===== src/rtl/core/ssc_pkg.sv =====
// Shared types and constants for the sorted key set with cursor.
// Holds command, status and cell-control encodings used by the cell row and top level.
// No dependencies.
`timescale 1ns / 1ps
`default_nettype none

package ssc_pkg;

	localparam int DEF_CAPACITY = 16;
	localparam int DEF_KEY_BITS = 32;

	// fixed field widths on the stream ports
	localparam int KEY_W    = 32;
	localparam int CMD_W    = 3;
	localparam int STATUS_W = 3;

	typedef enum logic [CMD_W-1:0] {
		CMD_CONTAINS = 3'd0,
		CMD_ADD      = 3'd1,
		CMD_REMOVE   = 3'd2,
		CMD_GET      = 3'd3,
		CMD_NEXT     = 3'd4,
		CMD_PREV     = 3'd5,
		CMD_FIRST    = 3'd6,
		CMD_LAST     = 3'd7
	} cmd_t;

	typedef enum logic [STATUS_W-1:0] {
		ST_OK           = 3'd0,
		ST_CONTAINS     = 3'd1,
		ST_NOT_CONTAINS = 3'd2,
		ST_EMPTY        = 3'd3,
		ST_OUT_OF_BOUND = 3'd4,
		ST_FULL         = 3'd5
	} status_t;

	typedef enum logic [2:0] {
		OP_NONE,
		OP_INS,
		OP_REM,
		OP_NEXT,
		OP_PREV,
		OP_FIRST,
		OP_LAST
	} cell_op_t;

	// broadcast to every cell
	typedef struct packed {
		cell_op_t op;
		logic     empty;
	} cell_ctl_t;

	// flags one cell hands to its neighbours
	typedef struct packed {
		logic lt;     // holds a valid key below the search key
		logic cur;    // cursor marker
		logic valid;  // slot occupied
	} cell_link_t;

endpackage

`default_nettype wire


===== src/rtl/core/ssc_cell.sv =====
// One slot of the sorted key row: key register, cursor marker and shift logic.
// Exchanges key and flags with both neighbours every cycle.
// Depends on ssc_pkg.
`timescale 1ns / 1ps
`default_nettype none

module ssc_cell #(
	parameter int KW    = 32,
	parameter int CNT_W = 5,
	parameter int IDX   = 0
) (
	input  wire                     clk,
	input  wire                     arst_n,
	input  ssc_pkg::cell_ctl_t      ctl,
	input  wire  [KW-1:0]           key_in,
	input  wire  [CNT_W-1:0]        count,
	input  wire  [KW-1:0]           left_key,
	input  ssc_pkg::cell_link_t     left,
	input  wire  [KW-1:0]           right_key,
	input  ssc_pkg::cell_link_t     right,
	output logic [KW-1:0]           key_o,
	output ssc_pkg::cell_link_t     link,
	output logic                    hit,
	output logic                    cur_last
);
	import ssc_pkg::*;

	localparam logic FIRST_CELL = (IDX == 0);

	logic [KW-1:0] key_q, key_d;
	logic          cur_q, cur_d;
	logic          valid, lt, at_pos;

	assign valid  = (CNT_W'(IDX) < count);
	assign lt     = valid && (key_q < key_in);
	assign hit    = valid && (key_q == key_in);
	assign at_pos = left.lt && !lt;

	assign key_o    = key_q;
	assign link     = '{lt: lt, cur: cur_q, valid: valid};
	assign cur_last = cur_q && valid && !right.valid;

	always_comb begin
		key_d = key_q;
		cur_d = cur_q;
		unique case (ctl.op)
			OP_INS: begin
				if (!lt) begin
					key_d = at_pos ? key_in : left_key;
					cur_d = at_pos ? 1'b0 : left.cur;
				end
				if (ctl.empty)
					cur_d = at_pos;
			end
			OP_REM: begin
				if (lt) begin
					// cursor on the removed key falls back to this slot
					cur_d = cur_q || (!right.lt && right.cur);
				end else begin
					key_d = right_key;
					cur_d = right.cur || (at_pos && FIRST_CELL && cur_q);
				end
			end
			OP_NEXT:  cur_d = left.cur;
			OP_PREV:  cur_d = right.cur;
			OP_FIRST: cur_d = FIRST_CELL;
			OP_LAST:  cur_d = valid && !right.valid;
			default: begin
				key_d = key_q;
				cur_d = cur_q;
			end
		endcase
	end

	always_ff @(posedge clk) begin
		key_q <= key_d;
	end

	always_ff @(posedge clk or negedge arst_n) begin
		if (!arst_n) begin
			cur_q <= FIRST_CELL;
		end else begin
			cur_q <= cur_d;
		end
	end

endmodule

`default_nettype wire


===== src/rtl/core/sorted_set_with_cursor.sv =====
// Top level of the sorted key set with browsing cursor.
// Decodes commands, drives the row of ssc_cell slots and registers the result.
// Depends on ssc_pkg and ssc_cell.
//
//  channel | dir | tdata                        | tuser
//  --------+-----+------------------------------+--------------
//  s_*     | in  | key                          | cmd
//  m_*     | out | cursor_key, count (zero pad) | status
//
// One command per cycle while s_tready is high; each result passes through valid_s1 and
// then the output register before m_tvalid rises and the result can be taken.
// Search, insert and remove all happen in the cell row in the accept cycle,
// every slot comparing its own key; the cursor-key pick reads the updated row.
// Reset clears the count and puts the cursor on slot 0; no clearing pass.
// A stalled result holds s_tready low once the result stage is also full.
`timescale 1ns / 1ps
`default_nettype none

module sorted_set_with_cursor #(
	parameter int CAPACITY = ssc_pkg::DEF_CAPACITY,
	parameter int KEY_BITS = ssc_pkg::DEF_KEY_BITS,
	localparam int CNT_W    = $clog2(CAPACITY + 1),
	localparam int OUT_W    = ssc_pkg::KEY_W + CNT_W,
	localparam int OUT_TD_W = ((OUT_W + 7) / 8) * 8
) (
	input  wire                              clk,
	input  wire                              arst_n,
	input  wire                              s_tvalid,
	output logic                             s_tready,
	input  wire  [ssc_pkg::KEY_W-1:0]        s_tdata,   // [31:0] key
	input  wire  [ssc_pkg::CMD_W-1:0]        s_tuser,   // [2:0] cmd
	output logic                             m_tvalid,
	input  wire                              m_tready,
	output logic [OUT_TD_W-1:0]              m_tdata,   // cursor_key, count, zero pad
	output logic [ssc_pkg::STATUS_W-1:0]     m_tuser    // [2:0] status
);
	import ssc_pkg::*;

	localparam int KW = (KEY_BITS < KEY_W) ? KEY_BITS : KEY_W;

	logic [KW-1:0]    key_in;
	cmd_t             cmd;
	logic             accept, out_free;
	logic [CNT_W-1:0] count_q, count_d;
	logic             empty, full, found, at_last, at_first;
	status_t          status_d;
	cell_op_t         op_d;
	cell_ctl_t        ctl;

	logic [KW-1:0]    cell_key  [CAPACITY];
	cell_link_t       cell_link [CAPACITY];
	logic [CAPACITY-1:0] hit_v, last_v;

	logic             valid_s1;
	status_t          status_s1;
	logic             out_valid_q;
	status_t          out_status_q;
	logic [KW-1:0]    out_key_q;
	logic [CNT_W-1:0] out_count_q;
	logic [KW-1:0]    cur_key;

	assign key_in   = s_tdata[KW-1:0];
	assign cmd      = cmd_t'(s_tuser);
	assign out_free = !out_valid_q || m_tready;
	assign s_tready = !valid_s1 || out_free;
	assign accept   = s_tvalid && s_tready;

	assign empty    = (count_q == '0);
	assign full     = (count_q == CNT_W'(CAPACITY));
	assign found    = |hit_v;
	assign at_last  = |last_v;
	assign at_first = cell_link[0].cur;

	always_comb begin
		status_d = ST_OK;
		op_d     = OP_NONE;
		count_d  = count_q;
		if (empty && cmd != CMD_ADD) begin
			status_d = ST_EMPTY;
		end else begin
			unique case (cmd)
				CMD_CONTAINS: status_d = found ? ST_CONTAINS : ST_NOT_CONTAINS;
				CMD_ADD: begin
					if (found) begin
						status_d = ST_CONTAINS;
					end else if (full) begin
						status_d = ST_FULL;
					end else begin
						op_d    = OP_INS;
						count_d = count_q + CNT_W'(1);
					end
				end
				CMD_REMOVE: begin
					if (!found) begin
						status_d = ST_NOT_CONTAINS;
					end else begin
						op_d    = OP_REM;
						count_d = count_q - CNT_W'(1);
					end
				end
				CMD_GET: status_d = ST_OK;
				CMD_NEXT: begin
					if (at_last) status_d = ST_OUT_OF_BOUND;
					else         op_d     = OP_NEXT;
				end
				CMD_PREV: begin
					if (at_first) status_d = ST_OUT_OF_BOUND;
					else          op_d     = OP_PREV;
				end
				CMD_FIRST: op_d = OP_FIRST;
				CMD_LAST:  op_d = OP_LAST;
				default:   status_d = ST_OK;
			endcase
		end
	end

	assign ctl = '{op: accept ? op_d : OP_NONE, empty: empty};

	for (genvar i = 0; i < CAPACITY; i++) begin : g_cell
		logic [KW-1:0] lkey, rkey;
		cell_link_t    llink, rlink;

		if (i == 0) begin : g_lend
			assign lkey  = '0;
			assign llink = '{lt: 1'b1, cur: 1'b0, valid: 1'b1};
		end else begin : g_lnbr
			assign lkey  = cell_key[i-1];
			assign llink = cell_link[i-1];
		end

		if (i == CAPACITY - 1) begin : g_rend
			assign rkey  = '0;
			assign rlink = '{lt: 1'b0, cur: 1'b0, valid: 1'b0};
		end else begin : g_rnbr
			assign rkey  = cell_key[i+1];
			assign rlink = cell_link[i+1];
		end

		ssc_cell #(
			.KW    (KW),
			.CNT_W (CNT_W),
			.IDX   (i)
		) u_cell (
			.clk       (clk),
			.arst_n    (arst_n),
			.ctl       (ctl),
			.key_in    (key_in),
			.count     (count_q),
			.left_key  (lkey),
			.left      (llink),
			.right_key (rkey),
			.right     (rlink),
			.key_o     (cell_key[i]),
			.link      (cell_link[i]),
			.hit       (hit_v[i]),
			.cur_last  (last_v[i])
		);
	end

	// cursor marker is one-hot, so an and-or picks its key
	always_comb begin
		cur_key = '0;
		for (int i = 0; i < CAPACITY; i++) begin
			cur_key = cur_key | (cell_key[i] & {KW{cell_link[i].cur}});
		end
		if (empty)
			cur_key = '0;
	end

	always_ff @(posedge clk or negedge arst_n) begin
		if (!arst_n) begin
			count_q     <= '0;
			valid_s1    <= 1'b0;
			out_valid_q <= 1'b0;
		end else begin
			if (accept)
				count_q <= count_d;
			if (accept)
				valid_s1 <= 1'b1;
			else if (out_free)
				valid_s1 <= 1'b0;
			if (out_free)
				out_valid_q <= valid_s1;
		end
	end

	always_ff @(posedge clk) begin
		if (accept)
			status_s1 <= status_d;
		if (out_free && valid_s1) begin
			out_status_q <= status_s1;
			out_key_q    <= cur_key;
			out_count_q  <= count_q;
		end
	end

	assign m_tvalid = out_valid_q;
	assign m_tuser  = out_status_q;
	assign m_tdata  = OUT_TD_W'({out_count_q, KEY_W'(out_key_q)});

endmodule

`default_nettype wire


===== config.mk =====
export PLATFORM = sky130hd
export DESIGN_NAME = sorted_set_with_cursor
export DESIGN_NICKNAME = d
export VERILOG_FILES = /design/src/rtl/core/ssc_pkg.sv /design/src/rtl/core/ssc_cell.sv /design/src/rtl/core/sorted_set_with_cursor.sv
export SDC_FILE = /design/constraint.sdc
export NUM_CORES = 2
export LEC_CHECK = 0
export ABC_CLOCK_PERIOD_IN_PS = 5730
export BUFFER_PORTS_ARGS = -buffer_cell sky130_fd_sc_hd__buf_2
export CAP_MARGIN = 0
export CORE_UTILIZATION = 45
export CTS_BUF_LIST = sky130_fd_sc_hd__clkbuf_2
export CTS_CLUSTER_DIAMETER = 50
export DETAILED_ROUTE_END_ITERATION = 8
export GPL_TIMING_DRIVEN = 1
export SYNTH_ARGS = -nofsm -noshare
export SYNTH_HDL_FRONTEND = slang
export SYNTH_SLANG_ARGS = --single-unit

===== constraint.sdc =====
create_clock -name clk -period 5.73 [get_ports clk]
set_input_delay 0.2865 -clock clk [delete_from_list [all_inputs] [get_ports clk]]
set_output_delay 0.2865 -clock clk [all_outputs]
set_load 0.005 [all_outputs]

Yosys cells after proc, flatten, opt, wreduce, memory -nomap -nowiden
Cells that the tools add are included.

word-level totals
  register bits after elaboration = 578
  input bits = 39
  output and inout port bits = 45
  logic and storage cells = 555

cells by class
  add/subtract/negate cells = 2
  magnitude comparators = 32
  equality and inequality tests = 81
  mux-type cells = 163
  bitwise gates (word level) = 32
  reductions and logical operators = 206

operators by type and width
  kind                                                                          count
  32-bit 2-to-1 mux                                                             47
  32-bit one-hot mux with 2 select lines                                        16
  32-bit bitwise AND                                                            16
  32-bit == test                                                                16
  32-bit less-than comparator                                                   16
  32-bit OR                                                                     15
  1-bit logical AND                                                             112
  1-bit one-hot mux with 6 select lines                                         15
  2-bit inequality test (second input constant)                                 35
  1-bit 2-to-1 mux                                                              67
  3-bit AND reduction                                                           17
  3-bit inequality test (second input constant)                                 16
  4-bit by 5-bit less-than comparator with 1-bit output (first input constant)  8
  1-bit zero test                                                               33
  16-bit OR reduction                                                           2
  2-bit AND reduction                                                           15
  3-bit == test (second input constant)                                         7
  3-bit 2-to-1 mux                                                              7
  3-bit by 5-bit less-than comparator with 1-bit output (first input constant)  4
  1-bit logical OR                                                              18
  3-bit one-hot mux with 6 select lines                                         1
  5-bit 2-to-1 mux                                                              3
  3-bit one-hot mux with 5 select lines                                         1
  1-bit by 5-bit less-than comparator with 1-bit output (first input constant)  2
  18 further kinds                                                              27

Longest topological paths before layout
  depth after elaboration = 16
  mapped depth = 16
  gate-level depth less buffers = 11

Cells and area by module
From an unflattened synthesis, not the netlist that was laid out.

second synthesis, totals
  cells, all modules = 5148
  area, all modules = 48282.6 µm²

modules (own cells, without submodules)
  module                             instances  cells each  area each (µm²)  seq. area each (µm²)
  ssc_cell at g_cell[11].u_cell ...  2          289         2697.6           985.9
  sorted_set_with_cursor             1          508         4878.4           1466.4
  ssc_cell at g_cell[15].u_cell      1          295         2775.2           985.9
  ssc_cell at g_cell[14].u_cell      1          299         2756.4           985.9
  ssc_cell at g_cell[8].u_cell       1          285         2748.9           985.9
  ssc_cell at g_cell[7].u_cell       1          282         2741.4           985.9
  ssc_cell at g_cell[4].u_cell       1          297         2727.6           985.9
  ssc_cell at g_cell[9].u_cell       1          293         2723.9           985.9
  ssc_cell at g_cell[10].u_cell      1          294         2721.4           985.9
  ssc_cell at g_cell[0].u_cell       1          291         2708.8           987.2
  ssc_cell at g_cell[2].u_cell       1          291         2703.8           985.9
  ssc_cell at g_cell[12].u_cell      1          293         2702.6           985.9
  ssc_cell at g_cell[6].u_cell       1          291         2697.6           985.9
  ssc_cell at g_cell[13].u_cell      1          291         2695.1           985.9
  +2 rows                            n/a        n/a         n/a              n/a

Worst setup path after synthesis
Ideal clock, no wire load.

  path type = input to register
  start point = input s_tdata[17] in the netlist's numbering
  end point = register g_cell[0].u_cell.key_q[0], enable pin
  library setup time = 430 ps
  arrival time = 4244 ps
  required time = 5300 ps
  setup slack = 1056 ps
  cell stages on the path = 13
  buffers on the path = 4
  cells stage by stage = inv_1 -> ha_1 -> and3_1 -> nand3_1 -> or4_1 -> o2111ai_1 -> nor4_2 -> or2_1 -> buf_2 -> buf_2 -> buf_2 -> buf_2 -> a21boi_1

on the way
  cells in the longest elaborated chain, start to end = 10
  elaborated cells between the ends (all ways) = 46
  classes of those cells = order compare: 1; eq/ne: 20; mux: 5; reduce/logical: 20

ends and longest elaborated chain
  item                                                                                                  line                                                        RTL
  start, declared                                                                                       sorted_set_with_cursor.sv:30                                input wire [ssc_pkg::KEY_W-1:0] s_tdata,
  32-bit == test                                                                                        ssc_cell.sv:36                                              assign hit = valid && (key_q == key_in);
  1-bit logical AND                                                                                     ssc_cell.sv:36
  16-bit OR reduction                                                                                   sorted_set_with_cursor.sv:70                                assign found = |hit_v;
  1-bit 2-to-1 mux or 2-bit 2-to-1 mux (tied branches)                                                  sorted_set_with_cursor.sv:84, sorted_set_with_cursor.sv:94
  3-bit one-hot mux with 6 select lines                                                                 sorted_set_with_cursor.sv:81                                unique case (cmd)
  3-bit 2-to-1 mux                                                                                      sorted_set_with_cursor.sv:78                                if (empty && cmd != CMD_ADD) begin
  3-bit 2-to-1 mux                                                                                      sorted_set_with_cursor.sv:117                               assign ctl = '{op: accept ? op_d : OP_NONE, empty: empty};
  3-bit by 2-bit == test with 1-bit output or 3-bit by 1-bit == test with 1-bit output (tied branches)  ssc_cell.sv:46                                              unique case (ctl.op)
  2-bit inequality test (no source line) or 2-bit nonzero test (tied branches)                          n/a
  3-bit AND reduction (no source line) *                                                                n/a
  end signal, assigned                                                                                  ssc_cell.sv:76                                              key_q <= key_d;
  end, declared                                                                                         ssc_cell.sv:30                                              logic [KW-1:0] key_q, key_d;

Every way passes the cells marked *; elsewhere a longest branch is shown, timed or not.
A chain may end at the register's enable or synchronous reset.

Worst setup path after layout
  start point = input s_tdata[21] in the netlist's numbering
  end point = register g_cell[13].u_cell.key_q[13], data pin

on the way
  cells in the longest elaborated chain, start to end = 9
  elaborated cells between the ends (all ways) = 49
  classes of those cells = order compare: 2; eq/ne: 18; mux: 8; reduce/logical: 21

ends and longest elaborated chain
  item                                                                                                  line
  32-bit == test                                                                                        ssc_cell.sv:36
  1-bit logical AND                                                                                     ssc_cell.sv:36
  16-bit OR reduction                                                                                   sorted_set_with_cursor.sv:70
  1-bit 2-to-1 mux or 2-bit 2-to-1 mux (tied branches)                                                  sorted_set_with_cursor.sv:84, sorted_set_with_cursor.sv:94
  3-bit one-hot mux with 6 select lines                                                                 sorted_set_with_cursor.sv:81
  3-bit 2-to-1 mux                                                                                      sorted_set_with_cursor.sv:78
  3-bit 2-to-1 mux                                                                                      sorted_set_with_cursor.sv:117
  3-bit by 2-bit == test with 1-bit output or 3-bit by 1-bit == test with 1-bit output (tied branches)  ssc_cell.sv:46
  32-bit one-hot mux with 2 select lines *                                                              ssc_cell.sv:46
  named net g_cell[13].u_cell.key_d[13]                                                                 ssc_cell.sv:30
  end signal, assigned                                                                                  ssc_cell.sv:76
  end, declared                                                                                         ssc_cell.sv:30

Mark *: on every way through the listed nets, which the timed path passes. The rest lies on a longest branch. The select of a mux whose other input is x is not followed.

==> reports/qor.yml <==
run_status:
  outcome: "completed"
logic_synthesis:
  synth-async-reset-ratio_pct: 3.98
  syn_area_sq_um: 43700
  synth_common_cells: "a21oi_1, nor2_1, edfxtp_1"
  synth_xor_area_share_pct: 0.120
  synthCells: 4571
  synth_edf_count: 555
  yosysTopAreaCellShare_pct: 38.2
  synth_area_leaders: "edfxtp_1, ha_1, a21oi_1"
  yosys.area_share.simple_pct: 13.1
  ys_seq_area_share_pct: 39.5
  synth_most_common_cell: "a21oi_1"
  synth_adder_area_share_pct: 14.8
  synthFlopType: "edfxtp_1"
  yosys_warnings: 0
  synth_seq_cells: 578
  synth_mux_area_share_pct: 7.88
  yosys.area.top_type: "edfxtp_1"
  synth_top_family_by_area: "compound AO/OA/AOI/OAI gates"
  yosysUniqueCellTypes: 91
  syn_avg_cell_area_sq_um: 9.55
  synth-compound-area-share_pct: 20.8
clock_network:
  cts_buffer_depth: 3
  numCtsBuffers: 166
  htreeDepth: 4
  cts-root-buf: "clkbuf_2"
  clock-sinks: 578
  clk-insertion-delay-late_ps: 1590
  postCtsSetupBuffers: 0
  path_clk_slew_ps: 120
  cts_tree: "built"
worst_setup_path:
  setup.worst_path.class: "in2reg"
  cp-start-kind: "primary input"
  r2r_start: "g_cell[14].u_cell.key_o[31]"
  worstSetupStartpoint: "s_tdata[21]"
  reg2reg_setup_slack_ps: 750
  cp_max_fo: 15
  required_ps: 6940
  arrival_ps: 6390
  endpoint_kind: "flip-flop"
  r2r_cells: 11
  r2r-end: "g_cell[15].u_cell.key_o[8]"
  endpoint: "g_cell[13].u_cell.key_o[13]"
timing:
  worst_pin_slew_ps: 1320
  finalSetupTns_ps: 0
  finalHoldViolCount: 0
  fmax_ghz: 0.193
  period_share_pct: 90.4
  fin_worst_skew_ps: 138
  slew_viol_final: 0
  finalSetupViolations: 0
  post-route-min-period_ps: 5180
  rsz0062_at_grt: "no"
  max-slew-margin-rel_pct: 11.4
  timing.hold.ws_ps: 98.1
cells_and_area:
  fin_nets: 5335
  drive_gt1_share_pct: 11.7
  area_growth_pct: 11.5
power_and_ir_drop:
  p_int_uw: 7990
  p_clk_share_pct: 23.4
  swShare_pct: 41.5
  comb_power_share_pct: 38.1
  irDropWorstVdd_v: 0.000196
  power_leakage_uw: 0.0192
  seqPwrFrac_pct: 38.5
  switching_power_uw: 5670
  power.density_nw_per_um2: 281
global_routing:
  grt_pass1_wl_um: 289000
  overflow: 0
  track_usage_pct: 41.1
  grt_pass1_vias: 39500
  antenna_found_initial: 5
  grt_max_degree: 174
placement:
  routabilityCongestion: 1.07
  place_hpwl_um: 140000
  numPortBuffers: 80
job:
  cap_violations: 0
drt:
  postRouteAntennaNets: 0
  firstDrtPassIters: 7
  wl_per_cell_um: 33.4
  via_per_inst: 6.81
  drt_iter0_drc: 6295
  drc: 0
  wl_um: 206000
  vias: 42100
die:
  io_pins: 84
  num_rows: 113
  die-area_sq_um: 98300
  coreArea_sq_um: 95600
  die_height_um: 313
  start_util_pct: 45.7
  die_w_um: 313
min_path:
  hold_path.class: "in2reg"
==> state kept, by name, summed over array words and instances (netlist names) <==
name	cells
out_key_q	32
out_count_q	5
m_tuser	3
g_cell.u_cell.cur_q	16
valid_s1	1
m_tvalid	1
status_s1	3
g_cell.u_cell.key_o	512
count_q	5
==> worst max-delay path, cell delays in order <==
cell and delay, ps:
dlygate4sd3_1 530, buf_2 110, dlygate4sd3_1 890, inv_1 300, buf_4 290, ha_1 320
nand4_1 180, nor4_1 1010, a21bo_2 310, a41oi_1 490, nor2_1 340, nor2b_4 720
buf_12 270, mux2i_1 220, a21oi_1 90
==> worst min path at each step <==
stage           startpoint                         end  slack [ps]  depth (start not counted)
6_report       s_tdata[31]  g_cell[1].u_cell.key_o[31]         100                          6
5_1_grt         s_tdata[3]   g_cell[0].u_cell.key_o[3]         110                          4
4_1_cts         s_tuser[1]      g_cell[0].u_cell.cur_q         0.9                          6
3_5_place_dp        arst_n                    valid_s1         340                          1
3_3_place_gp        arst_n                    valid_s1         340                          1
2_1_floorplan       arst_n                  count_q[0]          -9                          0
==> power groups by stage <==
stage               Clock, uW  Combinational (uW)  Sequential [uW]
floorplan                   0                3060             5180
global placement            0                4830             5350
detailed placement          0                4870             5340
CTS                      3250                4950             5250
global route             3440                5330             5270
finish                   3190                5200             5260
==> layout make-up <==
cell class              instances  area (sq um)
diodes                          6          15.0
inverters                      78           293
repair buffers                345          3080
flip-flops and latches        578         17300
clock buffers                 237          1190
fillers                      9059         46900
clock inverters                58           283
well taps                    1265          1580
multi-input cells            3611         25000
==> cell families (layout without fill, tap and decap cells) <==
family                     after synthesis  after routing
AOI/OAI and AO/OA                     1475           1475
xor gates and xnor gates                 6              6
adders and majority gates              516            516
buffers and inverters                  384            718
DFF                                    578            578
muxes                                  342            342
other                                    1              9
and+or+nand+nor                       1269           1269
==> placed cells by master, fill, tap and decap left out, drive strengths merged, types with 7 or more instances in the layout <==
cell type      n
a211o         10
a211oi        36
a21boi         9
a21o          55
a21oi        801
a221oi       106
a222oi        10
a22o          95
a22oi         71
a31oi         41
and2           9
and3          41
and4          11
buf          236
clkbuf       237
clkinv        48
dfrtp         22
dlygate4sd3  108
edfxtp       555
ha           516
inv           81
mux2           9
mux2i        333
nand2        142
nand2b        10
nand3         74
nand4        122
nor2         737
nor2b         27
nor3          36
nor4          30
o2111ai        7
o211ai        30
o21a          15
o21ai        133
or4            7
==> per-stage QoR <==
| step | setup slack (ps) | std cells | instance area, sq um | util (%) | total power (uW) |
|---|---|---|---|---|---|
| 2_1_floorplan | 1060 | 4573 | 43700 | - | 8240 |
| 3_3_place_gp | 556 | 5767 | 46100 | 48.2 | 10200 |
| 3_5_place_dp | 578 | 5768 | 46100 | 48.2 | 10200 |
| 4_1_cts | 990 | 6172 | 48700 | 50.9 | 13500 |
| 5_1_grt | 683 | 6177 | 48700 | 50.9 | 14000 |
| 6_report | 549 | 6178 | 48700 | 50.9 | 13700 |
==> layer usage <==
metal	share of wire (%)	up-vias	track usage [%]
li1	-	18100	-
met1	37	20000	51.8
met2	43	3212	62.6
met3	12	829	10.6
met4	7.4	4	26.4
met5	0.015	-	0
==> timing repair <==
action	4_1_cts	5_1_grt
gates resized for setup	0	0
hold buffers	109	0
hold endpoints to repair	604	0
Power figures use the tool's default switching activity.
